$ cat src/rtl/pcm_rms_level_meter_db_top_defines.svh
// assertion macros shared by the level meter modules
`ifndef PCM_RMS_LEVEL_METER_DB_TOP_DEFINES_SVH
`define PCM_RMS_LEVEL_METER_DB_TOP_DEFINES_SVH

// condition must never hold while out of reset
`define PRLM_ASSERT_NEVER(label, cond, msg) \
  label: assert property (@(posedge clk) disable iff (!rst_n) !(cond)) else $error(msg);

// same-cycle implication
`define PRLM_ASSERT_IMPL(label, ante, cons, msg) \
  label: assert property (@(posedge clk) disable iff (!rst_n) (ante) |-> (cons)) \
    else $error(msg);

// next-cycle implication
`define PRLM_ASSERT_NEXT(label, ante, cons, msg) \
  label: assert property (@(posedge clk) disable iff (!rst_n) (ante) |=> (cons)) \
    else $error(msg);

`endif

$ cat src/rtl/prlm_pkg.sv
// shared types and constants of the pcm rms level meter
package prlm_pkg;

  // square of one centred sample magnitude (at most 2**30)
  localparam int SQ_W = 31;
  // mantissa width of the log2 unit
  localparam int MANT_W = 32;

  // 8-bit mode centre value
  localparam logic [7:0] CENTER_8 = 8'd127;

  // squared full-scale divisors
  localparam int DSQ_W = 30;
  localparam logic [DSQ_W-1:0] DSQ_8BIT = 30'd16129;
  localparam logic [DSQ_W-1:0] DSQ_16BIT = 30'd1073676289;

  // 10*log10(2) in q16
  localparam int DB_W = 18;
  localparam logic [DB_W-1:0] DB_PER_LOG2_Q16 = 18'd197283;

  // level arithmetic
  localparam logic [10:0] Q_CLAMP = 11'd1000;
  localparam logic signed [11:0] LEVEL_OFFSET = 12'sd35;
  localparam logic signed [11:0] LEVEL_MIN = -12'sd128;
  localparam logic signed [11:0] LEVEL_MAX = 12'sd127;
  localparam logic signed [7:0] LEVEL_FLOOR = 8'sh80;
  localparam logic signed [7:0] LEVEL_CEIL = 8'sh7f;
  localparam logic signed [7:0] LEVEL_SILENT = 8'sh00;
  localparam logic [5:0] FULL_SCALE = 6'd40;
  localparam logic [5:0] FULL_SCALE_SILENT = 6'd0;

  // per-buffer flags carried with a finished buffer
  typedef struct packed {
    logic sixteen_bit;
    logic silent;
  } job_flags_t;

endpackage

$ cat src/rtl/prlm_front.sv
// front end: sample centring, squaring and per-buffer accumulation
module prlm_front #(
  parameter int unsigned MAX_SAMPLES = 65536,
  localparam int CNT_W = $clog2(MAX_SAMPLES + 1),
  localparam int SUM_W = prlm_pkg::SQ_W - 1 + CNT_W
) (
  input  logic                     clk,
  input  logic                     rst_n,
  input  logic                     cfg_valid,
  output logic                     cfg_ready,
  input  logic                     cfg_data,
  input  logic                     in_valid,
  output logic                     in_ready,
  input  logic [15:0]              in_sample,
  input  logic                     in_silent,
  input  logic                     in_last,
  output logic                     push_valid,
  input  logic                     push_ready,
  output logic [SUM_W-1:0]         push_sum,
  output logic [CNT_W-1:0]         push_count,
  output prlm_pkg::job_flags_t     push_flags
);
  import prlm_pkg::*;

  localparam logic [CNT_W-1:0] MAX_CNT = CNT_W'(MAX_SAMPLES);

  logic             mode_r;
  logic             s1_valid_r;
  logic [SQ_W-1:0]  s1_sq_r;
  logic             s1_last_r;
  logic             s1_silent_r;
  logic [SUM_W-1:0] sum_r;
  logic [CNT_W-1:0] count_r;
  logic             silent_r;

  logic [15:0]      mag;
  logic [31:0]      sq_full;
  logic             acc_en;
  logic             s1_adv;
  logic [SUM_W-1:0] sum_add;
  logic [CNT_W-1:0] count_add;
  logic             silent_add;

  // mode register, always writable
  assign cfg_ready = 1'b1;

  always_ff @(posedge clk) begin
    if (!rst_n) begin
      mode_r <= 1'b0;
    end else if (cfg_valid) begin
      mode_r <= cfg_data;
    end
  end

  // centre the sample and take its magnitude
  always_comb begin
    if (mode_r) begin
      mag = in_sample[15] ? (~in_sample + 16'd1) : in_sample;
    end else if (in_sample[7:0] >= CENTER_8) begin
      mag = {8'd0, in_sample[7:0] - CENTER_8};
    end else begin
      mag = {8'd0, CENTER_8 - in_sample[7:0]};
    end
  end

  assign sq_full = 32'(mag) * 32'(mag);

  // accumulate stage
  assign acc_en     = s1_valid_r && (count_r < MAX_CNT);
  assign sum_add    = acc_en ? sum_r + SUM_W'(s1_sq_r) : sum_r;
  assign count_add  = acc_en ? count_r + CNT_W'(1) : count_r;
  assign silent_add = silent_r | s1_silent_r;
  assign s1_adv     = s1_valid_r && (!s1_last_r || push_ready);
  assign in_ready   = !s1_valid_r || s1_adv;

  // finished buffer goes to the queue
  assign push_valid              = s1_valid_r && s1_last_r;
  assign push_sum                = sum_add;
  assign push_count              = count_add;
  assign push_flags.sixteen_bit  = mode_r;
  assign push_flags.silent       = silent_add;

  // square register stage
  always_ff @(posedge clk) begin
    if (!rst_n) begin
      s1_valid_r <= 1'b0;
    end else if (in_ready) begin
      s1_valid_r <= in_valid;
    end
    if (in_valid && in_ready) begin
      s1_sq_r     <= sq_full[SQ_W-1:0];
      s1_last_r   <= in_last;
      s1_silent_r <= in_silent;
    end
  end

  // running sums, cleared at the end of each buffer
  always_ff @(posedge clk) begin
    if (!rst_n) begin
      sum_r    <= '0;
      count_r  <= '0;
      silent_r <= 1'b0;
    end else if (s1_adv) begin
      if (s1_last_r) begin
        sum_r    <= '0;
        count_r  <= '0;
        silent_r <= 1'b0;
      end else begin
        sum_r    <= sum_add;
        count_r  <= count_add;
        silent_r <= silent_add;
      end
    end
  end

endmodule

$ cat src/rtl/prlm_queue.sv
// two-entry queue of finished buffers between front and back
`include "pcm_rms_level_meter_db_top_defines.svh"

module prlm_queue #(
  parameter int WIDTH = 66
) (
  input  logic             clk,
  input  logic             rst_n,
  input  logic             push_valid,
  output logic             push_ready,
  input  logic [WIDTH-1:0] push_data,
  output logic             pop_valid,
  input  logic             pop_ready,
  output logic [WIDTH-1:0] pop_data
);

  logic [WIDTH-1:0] entry_r [2];
  logic             wr_ptr_r;
  logic             rd_ptr_r;
  logic [1:0]       fill_r;
  logic             push;
  logic             pop;

  assign push_ready = (fill_r != 2'd2);
  assign pop_valid  = (fill_r != 2'd0);
  assign pop_data   = entry_r[rd_ptr_r];
  assign push       = push_valid && push_ready;
  assign pop        = pop_valid && pop_ready;

  // pointers and fill level
  always_ff @(posedge clk) begin
    if (!rst_n) begin
      wr_ptr_r <= 1'b0;
      rd_ptr_r <= 1'b0;
      fill_r   <= 2'd0;
    end else begin
      if (push) begin
        wr_ptr_r <= ~wr_ptr_r;
      end
      if (pop) begin
        rd_ptr_r <= ~rd_ptr_r;
      end
      if (push && !pop) begin
        fill_r <= fill_r + 2'd1;
      end else if (pop && !push) begin
        fill_r <= fill_r - 2'd1;
      end
    end
  end

  // entry storage
  always_ff @(posedge clk) begin
    if (push) begin
      entry_r[wr_ptr_r] <= push_data;
    end
  end

  `PRLM_ASSERT_NEVER(a_fill_range, fill_r == 2'd3, "queue fill level out of range")
  `PRLM_ASSERT_NEXT(a_fill_up, push && !pop, fill_r == $past(fill_r) + 2'd1, "fill not raised")
  `PRLM_ASSERT_IMPL(a_ptr_track, fill_r == 2'd0, wr_ptr_r == rd_ptr_r, "empty queue ptr skew")

endmodule

$ cat src/rtl/prlm_log2.sv
// iterative fixed-point log2 unit: normalize, then one squaring per fraction bit
module prlm_log2 #(
  parameter int NW = 47,
  parameter int FRAC_W = 16,
  localparam int TOP_W = $clog2(NW),
  localparam int LOG_W = TOP_W + FRAC_W
) (
  input  logic             clk,
  input  logic             rst_n,
  input  logic             start,
  input  logic [NW-1:0]    value,
  output logic             done,
  output logic [LOG_W-1:0] result
);
  import prlm_pkg::*;

  localparam int IT_W = $clog2(FRAC_W);

  typedef enum logic [1:0] {
    L_IDLE,
    L_NORM,
    L_FRAC
  } lstate_t;

  lstate_t             state_r, state_nxt;
  logic [NW-1:0]       norm_r, norm_nxt;
  logic [TOP_W-1:0]    shift_r, shift_nxt;
  logic [MANT_W-1:0]   m_r, m_nxt;
  logic [FRAC_W-1:0]   frac_r, frac_nxt;
  logic [IT_W-1:0]     iter_r, iter_nxt;
  logic                done_r, done_nxt;
  logic [2*MANT_W-1:0] m_sq;
  logic [MANT_W:0]     m_sq_top;

  assign m_sq     = (2*MANT_W)'(m_r) * (2*MANT_W)'(m_r);
  assign m_sq_top = m_sq[2*MANT_W-1:MANT_W-1];

  // next-state logic
  always_comb begin
    state_nxt = state_r;
    norm_nxt  = norm_r;
    shift_nxt = shift_r;
    m_nxt     = m_r;
    frac_nxt  = frac_r;
    iter_nxt  = iter_r;
    done_nxt  = 1'b0;
    unique case (state_r)
      L_IDLE: begin
        if (start) begin
          norm_nxt  = value;
          shift_nxt = '0;
          state_nxt = L_NORM;
        end
      end
      L_NORM: begin
        if (norm_r[NW-1]) begin
          m_nxt     = norm_r[NW-1 -: MANT_W];
          frac_nxt  = '0;
          iter_nxt  = '0;
          state_nxt = L_FRAC;
        end else if (norm_r[NW-1 -: 8] == 8'd0) begin
          norm_nxt  = norm_r << 8;
          shift_nxt = shift_r + TOP_W'(8);
        end else begin
          norm_nxt  = norm_r << 1;
          shift_nxt = shift_r + TOP_W'(1);
        end
      end
      L_FRAC: begin
        if (m_sq_top[MANT_W]) begin
          m_nxt    = m_sq_top[MANT_W:1];
          frac_nxt = {frac_r[FRAC_W-2:0], 1'b1};
        end else begin
          m_nxt    = m_sq_top[MANT_W-1:0];
          frac_nxt = {frac_r[FRAC_W-2:0], 1'b0};
        end
        iter_nxt = iter_r + IT_W'(1);
        if (iter_r == IT_W'(FRAC_W - 1)) begin
          done_nxt  = 1'b1;
          state_nxt = L_IDLE;
        end
      end
      default: state_nxt = L_IDLE;
    endcase
  end

  // state and registered outputs
  always_ff @(posedge clk) begin
    if (!rst_n) begin
      state_r <= L_IDLE;
      done_r  <= 1'b0;
    end else begin
      state_r <= state_nxt;
      done_r  <= done_nxt;
    end
    norm_r  <= norm_nxt;
    shift_r <= shift_nxt;
    m_r     <= m_nxt;
    frac_r  <= frac_nxt;
    iter_r  <= iter_nxt;
  end

  assign done   = done_r;
  assign result = {TOP_W'(NW - 1) - shift_r, frac_r};

endmodule

$ cat src/rtl/prlm_back.sv
// back end: log2 sequencing, decibel scaling and result register
`include "pcm_rms_level_meter_db_top_defines.svh"

module prlm_back #(
  parameter int unsigned MAX_SAMPLES = 65536,
  parameter int LOG_FRACTION_BITS = 16,
  localparam int CNT_W = $clog2(MAX_SAMPLES + 1),
  localparam int SUM_W = prlm_pkg::SQ_W - 1 + CNT_W
) (
  input  logic                 clk,
  input  logic                 rst_n,
  input  logic                 pop_valid,
  output logic                 pop_ready,
  input  logic [SUM_W-1:0]     pop_sum,
  input  logic [CNT_W-1:0]     pop_count,
  input  prlm_pkg::job_flags_t pop_flags,
  output logic                 out_valid,
  input  logic                 out_ready,
  output logic signed [7:0]    out_level,
  output logic [5:0]           out_full_scale
);
  import prlm_pkg::*;

  localparam int NW     = (SUM_W > 32) ? SUM_W : 32;
  localparam int TOP_W  = $clog2(NW);
  localparam int LOG_W  = TOP_W + LOG_FRACTION_BITS;
  localparam int MAG_W  = LOG_W + 1;
  localparam int PROD_W = MAG_W + DB_W;

  typedef enum logic [2:0] {
    B_IDLE,
    B_LSUM,
    B_LCNT,
    B_LDSQ,
    B_DIFF,
    B_MULT,
    B_FIN,
    B_WRITE
  } bstate_t;

  bstate_t            state_r, state_nxt;
  logic [CNT_W-1:0]   count_r, count_nxt;
  logic               mode_r, mode_nxt;
  logic               log_start_r, log_start_nxt;
  logic [NW-1:0]      log_value_r, log_value_nxt;
  logic [MAG_W-1:0]   pos_r, pos_nxt;
  logic [MAG_W-1:0]   neg_r, neg_nxt;
  logic               negative_r, negative_nxt;
  logic [MAG_W-1:0]   mag_r, mag_nxt;
  logic [PROD_W-1:0]  prod_r, prod_nxt;
  logic signed [7:0]  res_level_r, res_level_nxt;
  logic [5:0]         res_fs_r, res_fs_nxt;
  logic               out_valid_r, out_valid_nxt;
  logic signed [7:0]  out_level_r, out_level_nxt;
  logic [5:0]         out_fs_r, out_fs_nxt;

  logic               pop;
  logic               log_done;
  logic [LOG_W-1:0]   log_result;
  logic [DSQ_W-1:0]   dsq;
  logic [15:0]        q_full;
  logic [10:0]        q_clamped;
  logic signed [11:0] level_wide;
  logic signed [7:0]  level_sat;

  assign pop_ready = (state_r == B_IDLE);
  assign pop       = pop_valid && pop_ready;
  assign dsq       = mode_r ? DSQ_16BIT : DSQ_8BIT;

  // shared log2 unit
  prlm_log2 #(
    .NW     (NW),
    .FRAC_W (LOG_FRACTION_BITS)
  ) u_log2 (
    .clk    (clk),
    .rst_n  (rst_n),
    .start  (log_start_r),
    .value  (log_value_r),
    .done   (log_done),
    .result (log_result)
  );

  // whole-db quotient, clamp, offset and saturation
  always_comb begin
    q_full    = 16'(prod_r >> (LOG_FRACTION_BITS + 16));
    q_clamped = (q_full > 16'(Q_CLAMP)) ? Q_CLAMP : q_full[10:0];
    if (negative_r) begin
      level_wide = LEVEL_OFFSET - $signed({1'b0, q_clamped});
    end else begin
      level_wide = LEVEL_OFFSET + $signed({1'b0, q_clamped});
    end
    if (level_wide < LEVEL_MIN) begin
      level_sat = LEVEL_FLOOR;
    end else if (level_wide > LEVEL_MAX) begin
      level_sat = LEVEL_CEIL;
    end else begin
      level_sat = $signed(level_wide[7:0]);
    end
  end

  // sequencer
  always_comb begin
    state_nxt     = state_r;
    count_nxt     = count_r;
    mode_nxt      = mode_r;
    log_start_nxt = 1'b0;
    log_value_nxt = log_value_r;
    pos_nxt       = pos_r;
    neg_nxt       = neg_r;
    negative_nxt  = negative_r;
    mag_nxt       = mag_r;
    prod_nxt      = prod_r;
    res_level_nxt = res_level_r;
    res_fs_nxt    = res_fs_r;
    out_valid_nxt = out_valid_r && !out_ready;
    out_level_nxt = out_level_r;
    out_fs_nxt    = out_fs_r;
    unique case (state_r)
      B_IDLE: begin
        if (pop) begin
          count_nxt = pop_count;
          mode_nxt  = pop_flags.sixteen_bit;
          if (pop_flags.silent) begin
            res_level_nxt = LEVEL_SILENT;
            res_fs_nxt    = FULL_SCALE_SILENT;
            state_nxt     = B_WRITE;
          end else if (pop_sum == '0 || pop_count == '0) begin
            // no energy in the buffer
            res_level_nxt = LEVEL_FLOOR;
            res_fs_nxt    = FULL_SCALE;
            state_nxt     = B_WRITE;
          end else begin
            log_start_nxt = 1'b1;
            log_value_nxt = NW'(pop_sum);
            state_nxt     = B_LSUM;
          end
        end
      end
      B_LSUM: begin
        if (log_done) begin
          pos_nxt       = MAG_W'(log_result);
          log_start_nxt = 1'b1;
          log_value_nxt = NW'(count_r);
          state_nxt     = B_LCNT;
        end
      end
      B_LCNT: begin
        if (log_done) begin
          neg_nxt       = MAG_W'(log_result);
          log_start_nxt = 1'b1;
          log_value_nxt = NW'(dsq);
          state_nxt     = B_LDSQ;
        end
      end
      B_LDSQ: begin
        if (log_done) begin
          neg_nxt   = neg_r + MAG_W'(log_result);
          state_nxt = B_DIFF;
        end
      end
      B_DIFF: begin
        negative_nxt = neg_r > pos_r;
        mag_nxt      = (neg_r > pos_r) ? neg_r - pos_r : pos_r - neg_r;
        state_nxt    = B_MULT;
      end
      B_MULT: begin
        prod_nxt  = PROD_W'(mag_r) * PROD_W'(DB_PER_LOG2_Q16);
        state_nxt = B_FIN;
      end
      B_FIN: begin
        res_level_nxt = level_sat;
        res_fs_nxt    = FULL_SCALE;
        state_nxt     = B_WRITE;
      end
      B_WRITE: begin
        if (!out_valid_r || out_ready) begin
          out_valid_nxt = 1'b1;
          out_level_nxt = res_level_r;
          out_fs_nxt    = res_fs_r;
          state_nxt     = B_IDLE;
        end
      end
      default: state_nxt = B_IDLE;
    endcase
  end

  // state and registered outputs
  always_ff @(posedge clk) begin
    if (!rst_n) begin
      state_r     <= B_IDLE;
      log_start_r <= 1'b0;
      out_valid_r <= 1'b0;
    end else begin
      state_r     <= state_nxt;
      log_start_r <= log_start_nxt;
      out_valid_r <= out_valid_nxt;
    end
    count_r     <= count_nxt;
    mode_r      <= mode_nxt;
    log_value_r <= log_value_nxt;
    pos_r       <= pos_nxt;
    neg_r       <= neg_nxt;
    negative_r  <= negative_nxt;
    mag_r       <= mag_nxt;
    prod_r      <= prod_nxt;
    res_level_r <= res_level_nxt;
    res_fs_r    <= res_fs_nxt;
    out_level_r <= out_level_nxt;
    out_fs_r    <= out_fs_nxt;
  end

  assign out_valid      = out_valid_r;
  assign out_level      = out_level_r;
  assign out_full_scale = out_fs_r;

  `PRLM_ASSERT_IMPL(a_silent_zero, out_valid_r && (out_fs_r == FULL_SCALE_SILENT), out_level_r == LEVEL_SILENT, "silent word with nonzero level")
  `PRLM_ASSERT_NEXT(a_pop_busy, pop, state_r != B_IDLE, "buffer taken but engine idle")
  `PRLM_ASSERT_IMPL(a_log_in_run, log_start_r, state_r == B_LSUM || state_r == B_LCNT || state_r == B_LDSQ, "log2 started outside a log step")

endmodule

$ cat src/rtl/pcm_rms_level_meter_db_top.sv
// top level of the pcm rms level meter
//
// Samples of one buffer enter on the in_ channel (valid/ready), one word per
// clock; in_last marks the final sample and in_silent marks the whole buffer
// silent. For each buffer one word leaves on the out_ channel: out_level is
// 35 plus the truncated rms in dB (two's complement, -128 for zero energy)
// and out_full_scale is 40, or both are 0 for a silent buffer.
// The cfg_ channel writes the sample format (0: 8-bit unsigned, 1: 16-bit
// signed); write it only while no buffer is in flight.
// Throughput: one sample per clock inside a buffer. A finished buffer waits
// in a two-entry queue for the level engine, which runs three log2 passes on
// one shared unit (each a start step, a normalize phase, one squaring step
// per fraction bit and a done step) and then the difference, multiply, finish
// and write states for scaling and output. The input stalls only when two
// finished buffers are already queued.
// Synchronous active-low reset clears the sums, the queue, the engine and the
// format register. While out_ready is low the result word holds and the
// engine waits, but sample accumulation continues.
module pcm_rms_level_meter_db_top #(
  parameter int unsigned MAX_SAMPLES = 65536,
  parameter int LOG_FRACTION_BITS = 16
) (
  input  logic              clk,
  input  logic              rst_n,
  input  logic              cfg_valid,
  output logic              cfg_ready,
  input  logic              cfg_data,
  input  logic              in_valid,
  output logic              in_ready,
  input  logic [15:0]       in_sample,
  input  logic              in_silent,
  input  logic              in_last,
  output logic              out_valid,
  input  logic              out_ready,
  output logic signed [7:0] out_level,
  output logic [5:0]        out_full_scale
);
  import prlm_pkg::*;

  localparam int CNT_W = $clog2(MAX_SAMPLES + 1);
  localparam int SUM_W = SQ_W - 1 + CNT_W;
  localparam int FLG_W = $bits(job_flags_t);
  localparam int JOB_W = FLG_W + CNT_W + SUM_W;

  logic             push_valid;
  logic             push_ready;
  logic [SUM_W-1:0] push_sum;
  logic [CNT_W-1:0] push_count;
  job_flags_t       push_flags;
  logic             pop_valid;
  logic             pop_ready;
  logic [JOB_W-1:0] pop_data;
  job_flags_t       pop_flags;

  // accumulation front end
  prlm_front #(
    .MAX_SAMPLES (MAX_SAMPLES)
  ) u_front (
    .clk        (clk),
    .rst_n      (rst_n),
    .cfg_valid  (cfg_valid),
    .cfg_ready  (cfg_ready),
    .cfg_data   (cfg_data),
    .in_valid   (in_valid),
    .in_ready   (in_ready),
    .in_sample  (in_sample),
    .in_silent  (in_silent),
    .in_last    (in_last),
    .push_valid (push_valid),
    .push_ready (push_ready),
    .push_sum   (push_sum),
    .push_count (push_count),
    .push_flags (push_flags)
  );

  // finished-buffer queue
  prlm_queue #(
    .WIDTH (JOB_W)
  ) u_queue (
    .clk        (clk),
    .rst_n      (rst_n),
    .push_valid (push_valid),
    .push_ready (push_ready),
    .push_data  ({push_flags, push_count, push_sum}),
    .pop_valid  (pop_valid),
    .pop_ready  (pop_ready),
    .pop_data   (pop_data)
  );

  assign pop_flags = job_flags_t'(pop_data[JOB_W-1 -: FLG_W]);

  // level engine
  prlm_back #(
    .MAX_SAMPLES       (MAX_SAMPLES),
    .LOG_FRACTION_BITS (LOG_FRACTION_BITS)
  ) u_back (
    .clk            (clk),
    .rst_n          (rst_n),
    .pop_valid      (pop_valid),
    .pop_ready      (pop_ready),
    .pop_sum        (pop_data[SUM_W-1:0]),
    .pop_count      (pop_data[SUM_W +: CNT_W]),
    .pop_flags      (pop_flags),
    .out_valid      (out_valid),
    .out_ready      (out_ready),
    .out_level      (out_level),
    .out_full_scale (out_full_scale)
  );

endmodule
$ cat config.mk
export PLATFORM = sky130hd
export DESIGN_NAME = pcm_rms_level_meter_db_top
export DESIGN_NICKNAME = d
export VERILOG_FILES = /design/src/rtl/prlm_pkg.sv /design/src/rtl/prlm_front.sv /design/src/rtl/prlm_queue.sv /design/src/rtl/prlm_log2.sv /design/src/rtl/prlm_back.sv /design/src/rtl/pcm_rms_level_meter_db_top.sv
export VERILOG_INCLUDE_DIRS = /design/src /design/src/rtl
export SDC_FILE = /design/constraint.sdc
export NUM_CORES = 2
export LEC_CHECK = 0
export BUFFER_PORTS_ARGS = -buffer_cell sky130_fd_sc_hd__clkbuf_2
export CORE_MARGIN = 3
export CORE_UTILIZATION = 40
export CTS_CLUSTER_DIAMETER = 120
export DETAILED_ROUTE_END_ITERATION = 10
export PLACE_DENSITY = 0.58
export SYNTH_ARGS = -nofsm -noshare
export SYNTH_HDL_FRONTEND = slang
export SYNTH_SLANG_ARGS = --single-unit
$ cat constraint.sdc
create_clock -name clk -period 12.5 [get_ports clk]
set_clock_uncertainty 0.1 [all_clocks]
set_input_delay 3.75 -clock clk [delete_from_list [all_inputs] [get_ports clk]]
set_output_delay 3.75 -clock clk [all_outputs]
set_load 0.05 [all_outputs]
======== After elaboration in Yosys (flattened, before gate mapping) ========
Memory sizes are Yosys's and may differ from the RTL's. A register that Yosys moved wholly into a read port is not among the register bits.
Index checks and enable logic that the tools add are counted.
W data, S select, Z words.
storage, ports and cells
  register bits after elaboration ......... 420
  bits in writable memories ............... 132
  input port bits ......................... 24
  output and inout port bits .............. 17
  memories ................................ 1
operators by class
  add/sub/neg operators ................... 16
  multipliers ............................. 3
  magnitude comparators ................... 6
  equality and inequality tests ........... 23
  muxes and demuxes ....................... 73
  bitwise operators ....................... 4
  reduce and logical (&&, ||, !) cells .... 44
memory list
  memory           depth  width  read ports  clocked after memory_dff  wr ports  line              text
  u_queue.entry_r  2      66     1           1                         1         prlm_queue.sv:17  logic [WIDTH-1:0] entry_r [2];
operators with widths
  cell                      number
  $mux W47                  10
  $pmux W47 S3              1
  $pmux W47 S2              1
  $mux W23                  3
  $mul A32 B32 Y64          1
  $mux W32                  2
  $pmux W32 S2              1
  $mux W16                  3
  $mux W8                   6
  $add A47 B31 Y47          1
  $logic_not A47 Y1         1
  $pmux W23 S2              1
  $mul A23 B18 Y41 const B  1
  $mux W6                   6
  $mux W17                  2
  $pmux W16 S2              1
  $mul A16 B16 Y31          1
  $mux W30                  1
  $pmux W3 S8               1
  $pmux W6 S2               2
  $add A23 B22 Y23          1
  $gt A23 B22 Y1            1
  $sub A22 B23 Y23          1
  $sub A23 B22 Y23          1
  53 further kinds          119

======== Depth between registers and ports, before layout ========
  depth in word-level cells ............... 8
  mapped depth ............................ 36
  mapped depth without buffers ............ 33

======== Hierarchy ========
Synthesis repeated with hierarchy kept, for this count alone.
second synthesis, totals
  cell total of the unflattened synthesis .. 6954
  area total of the unflattened synthesis .. 68530.7 sq um
by module, submodules not included
  module      instances  cells each  area an instance (sq um)  seq. area each (sq um)
  prlm_log2   1          3618        34420.5                   3213.1
  prlm_back   1          1499        15272.1                   4934.7
  prlm_front  1          1608        13825.8                   2302.2
  prlm_queue  1          229         5012.3                    4063.9

======== Worst setup path after synthesis ========
No wires, ideal clock.
  path type ............................... input port to flip-flop
  start point ............................. input port in_sample[2]
  end point ............................... register u_front.s1_sq_r[29], data pin
  arrival ................................. 10.879 ns
  required time ........................... 12.142 ns
  slack ................................... 1.263 ns
  cell stages on the path ................. 34
  buffers on the path ..................... 2
  cells stage by stage .................... clkbuf_1 -> nor4_1 -> inv_1 -> nor3_1 -> nand2_1 -> o31ai_1 -> xor2_1 -> nand2b_1 -> clkbuf_1 -> inv_1 -> nand2_1 -> inv_1 -> fa_1 -> inv_1 -> fa_1 -> inv_1 -> fa_1 -> inv_1 -> fa_1 -> inv_1 -> fa_1 -> inv_1 -> fa_1 -> inv_1 -> ha_1 -> nand3_1 -> a211oi_1 -> o21ai_0 -> a31oi_1 -> o211ai_1 -> a311oi_1 -> o21a_1 -> nor2_1 -> xnor2_1
between the ends
  longest elaborated chain between the ends .. 5
  elaborated cells between the ends (all ways) .. 9
  those cells by class .................... add/sub: 3; mul: 1; order compare: 1; mux: 3; bitwise: 1
ends and longest elaborated chain
  element                  line                              text
  start: declaration       pcm_rms_level_meter_db_top.sv:30  input logic [15:0] in_sample,
  $not A16 Y16             prlm_front.sv:58                  mag = in_sample[15] ? (~in_sample + 16'd1) : in_sample;
  $add A16 B1 Y16          prlm_front.sv:58
  $mux W16                 prlm_front.sv:58
  $mux W16 *               prlm_front.sv:57                  if (mode_r) begin
  $mul A16 B16 Y31 *       prlm_front.sv:66                  assign sq_full = 32'(mag) * 32'(mag);
  via u_front.sq_full[29]  prlm_front.sv:37                  logic [31:0] sq_full;
  end signal: assignment   prlm_front.sv:91                  s1_sq_r <= sq_full[SQ_W-1:0];
  end: declaration         prlm_front.sv:29                  logic [SQ_W-1:0] s1_sq_r;
Mark *: on every way through the listed nets, which the timed path passes. The rest lies on a longest branch.
A chain may end at the register's enable or synchronous reset.

======== Final worst setup path ========
  start point ............................. input port in_sample[2]
  end point ............................... register u_front.s1_sq_r[30], data pin
The elaborated chain is that of the path after synthesis.

==> results.py <==
metrics = {
    "clock_tree": {
        "cts_resized": 0,
        "clk_pin_slew_ns": 0.06,
        "clkSinkCount": 510,
        "clock_path_buffers": 3,
        "holdBufCountCts": 0,
        "cts_root_buf": "clkbuf_16",
        "post_cts_buffers": 0,
        "htreeDepth": 2,
        "clk_latency_ns": 0.63,
        "cts_tree": "done",
        "cts_made_buffers": 56,
    },
    "sta": {
        "grt_setup_unrepaired": "false",
        "setup_viol": 0,
        "tightest_slew_ns": 1.190,
        "tns_ns": 0,
        "finalCriticalPeriod_ns": 11.45,
        "holdWs_ns": 0.3197,
        "finalMaxSlewViolations": 0,
        "clock.fmax_mhz": 87.34,
        "slew_headroom_pct": 20.15,
        "hold_violations": 0,
        "fin_crit_sh_pct": 91.59,
    },
    "status": {
        "status": "complete, no violations",
    },
    "synth": {
        "synth_area_mm2": 0.06726,
        "yosysTopAreaCell": "fa_1",
        "synth.distinct_cells": 87,
        "synth_xor_area_share_pct": 3.177,
        "synth_top_family_by_area": "adder cells",
        "async_flop_share_pct": 0,
        "synthAdderAreaFrac_pct": 43.79,
        "synth_top_area_share_pct": 30.96,
        "ys_seq_area_share_pct": 21.58,
        "ys_ff_latch": 510,
        "synth.area.mux_share_pct": 2.225,
        "synthFlopType": "edfxtp_1",
        "synth_edf_count": 430,
        "syn_inst": 6837,
        "synth_compound_area_share_pct": 8.448,
        "synth_warnings": 0,
        "yosys.area_share.simple_pct": 10.83,
        "synth.area.top_cells": "fa_1, edfxtp_1, ha_1",
        "syn_area_per_cell_um2": 9.837,
    },
    "drt": {
        "highest_layer": "met4",
        "drt_first_iter_violations": 2802,
        "m1WireLength_mm": 73.67,
        "wl_met2_mm": 83.52,
        "drt-total-wl_mm": 168.6,
        "drc": 0,
        "routed_via_density": 5.099,
        "vias": 45970,
        "wl_met3_mm": 6.975,
        "postRouteAntennaNets": 0,
        "drt_first_pass_iters": 8,
        "wl_per_cell_um": 18.70,
    },
    "flow_run": {
        "maxCapViolations": 0,
    },
    "grt": {
        "grt_use_total_pct": 19.87,
        "grt_antenna_before_repair": 0,
        "grt_pass1_vias": 49410,
        "grt_pass1_wl_mm": 274.2,
        "grt_max_degree": 67,
        "gr-total-overflow": 0,
    },
    "cells_and_area": {
        "fillCellCount": 15960,
        "layout-area-overhead-vs-synth_pct": 7.013,
        "layout-drive-gt1-share_pct": 4.483,
        "utilization_pct": 43.38,
        "nets": 8532,
        "n_antenna_cell": 0,
    },
    "worst_setup_path": {
        "ff2ff_path_depth": 26,
        "crit_arrival_ns": 11.83,
        "critPathMostFrequentCell": "fa_1",
        "endpoint_kind": "flop",
        "crit_required_ns": 12.88,
        "cpMaxStageDelayCell": "fa_1",
        "startpoint_type": "primary input",
        "path_max_fanout": 10,
        "worstSetupPathType": "primary input to flop",
        "slowest_delay_ns": 0.55,
    },
    "die": {
        "die-height_um": 416.1,
        "fp-row-count": 149,
        "start_util_pct": 40.54,
        "die_area_mm2": 0.1731,
        "ioPinCount": 41,
        "die_x_um": 416.1,
        "core_area_mm2": 0.1659,
    },
    "placed_design": {
        "io_buffers": 35,
        "dp_hpwl_mm": 135.6,
        "routabilityCongestion": 0.9020,
    },
    "min_path": {
        "holdPathStages": 0,
        "hp-class": "flop to flop",
    },
}
-- metrics by stage --
| stage | instance area (um2) | setup slack [ns] | cells |
|---|---|---|---|
| floorplan | 67310 | 1.263 | 6852 |
| global placement | 69930 | 0.5342 | 8909 |
| detailed placement | 69930 | 0.4619 | 8909 |
| CTS | 71980 | 1.129 | 9015 |
| global route | 71980 | 0.5607 | 9015 |
| finish | 71980 | 1.051 | 9015 |
-- cells in the final DEF, fill, tap and decap left out, types with 38 or more instances in the layout --
cell       instances
nand3_1           82
fa_1            1040
buf_4             80
nand2b_1          38
o21ai_0          245
mux2i_1          118
and2_1           262
nand2_1          600
inv_1           1515
nor3_1            49
dfxtp_1           79
a21oi_1          231
edfxtp_1         430
xnor2_1          135
nor2_1           296
ha_1             690
xor2_1           109
a31oi_1           39
clkbuf_16         56
a21o_1           109
-- cell families after synthesis --
family                     count (synthesis)
AOI/OAI and AO/OA                        895
xor gates and xnor gates                 244
adders and majority gates               1730
buffers and inverters                   1769
DFF                                      510
muxes                                    146
other                                      2
and+or+nand+nor                         1541
-- cell type report --
class | count | area (um2) | area share (%)
clock buffers | 61 | 1450 | 2.015
clock inverters | 45 | 596.8 | 0.8292
inverters | 1522 | 5713 | 7.937
multi-input cells | 4573 | 46180 | 64.17
flip-flops and latches | 510 | 14520 | 20.17
well taps | 2189 | 2739 | 3.805
repair buffers | 115 | 775.7 | 1.078
-- worst max-delay path: cells and delay by family --
kind,cells,cell delay (ns)
compound gates,7,1.69
buf+inv,6,0.64
fa+ha+maj,7,3.28
xor+xnor,1,0.17
simple gates,10,2.28
-- cells in the mapped netlist (all sizes together), types with 6 or more instances --
library cell and instances:
nor2 300, nand3 82, fa 1040, or3 24, and3 29, dfxtp 80
a21oi 231, o21ai 248, edfxtp 430, nor3 50, a41oi 8, clkbuf 221
a21o 109, o22ai 13, xor2 109, nor4 37, o21bai 33, o31ai 12
or4 6, nor2b 34, a2111oi 10, nand3b 6, o211ai 21, o21a 25
a22oi 37, buf 26, a211oi 25, o2111ai 6, and2 264, nand2 601
a31oi 41, mux2i 118, a21boi 9, inv 1518, or2 14, a31o 15
xnor2 135, ha 690, nand2b 41, o41ai 8, mux2 28, nand4 37
-- worst paths after layout --
| check | start | endpoint | slack (ns) |
|---|---|---|---|
| worst max-delay path | in_sample[2] | u_front.s1_sq_r[30]$_DFFE_PP_ | 1.05 |
| worst min-delay path | u_back.res_level_r[5]$_SDFFCE_PP0P_ | u_back.out_level[5]$_DFFE_PP_ | 0.32 |
| worst max register to register | u_back.u_log2.m_r[19]$_DFFE_PP_ | u_back.u_log2.m_r[16]$_DFFE_PP_ | 2.26 |
| worst min register to register | u_back.res_level_r[5]$_SDFFCE_PP0P_ | u_back.out_level[5]$_DFFE_PP_ | 0.32 |
-- layer usage --
metal / global-route usage [%] / vias up
met5: 0 / -
met4: 4.591 / 0
met3: 1.702 / 197
met2: 34.51 / 941
met1: 26.97 / 23200
li1: - / 21630
-- registers in the layout, summed over array words and instances, names as in the netlist, 9 cells and up, named ones only --
register              count
u_back.log_value_r       47
u_front.s1_sq_r          30
u_back.prod_r             9
u_front.sum_r            47
u_back.u_log2.frac_r     16
u_back.pos_r             22
u_front.count_r          17
u_back.count_r           17
u_back.u_log2.m_r        32
u_queue.entry_r         132
u_back.u_log2.norm_r     47
u_back.mag_r             23
u_back.neg_r             23
Power is left out: the tool's default activity adds up to more than one toggle a clock period on the data nets, which glitch-free logic cannot reach.
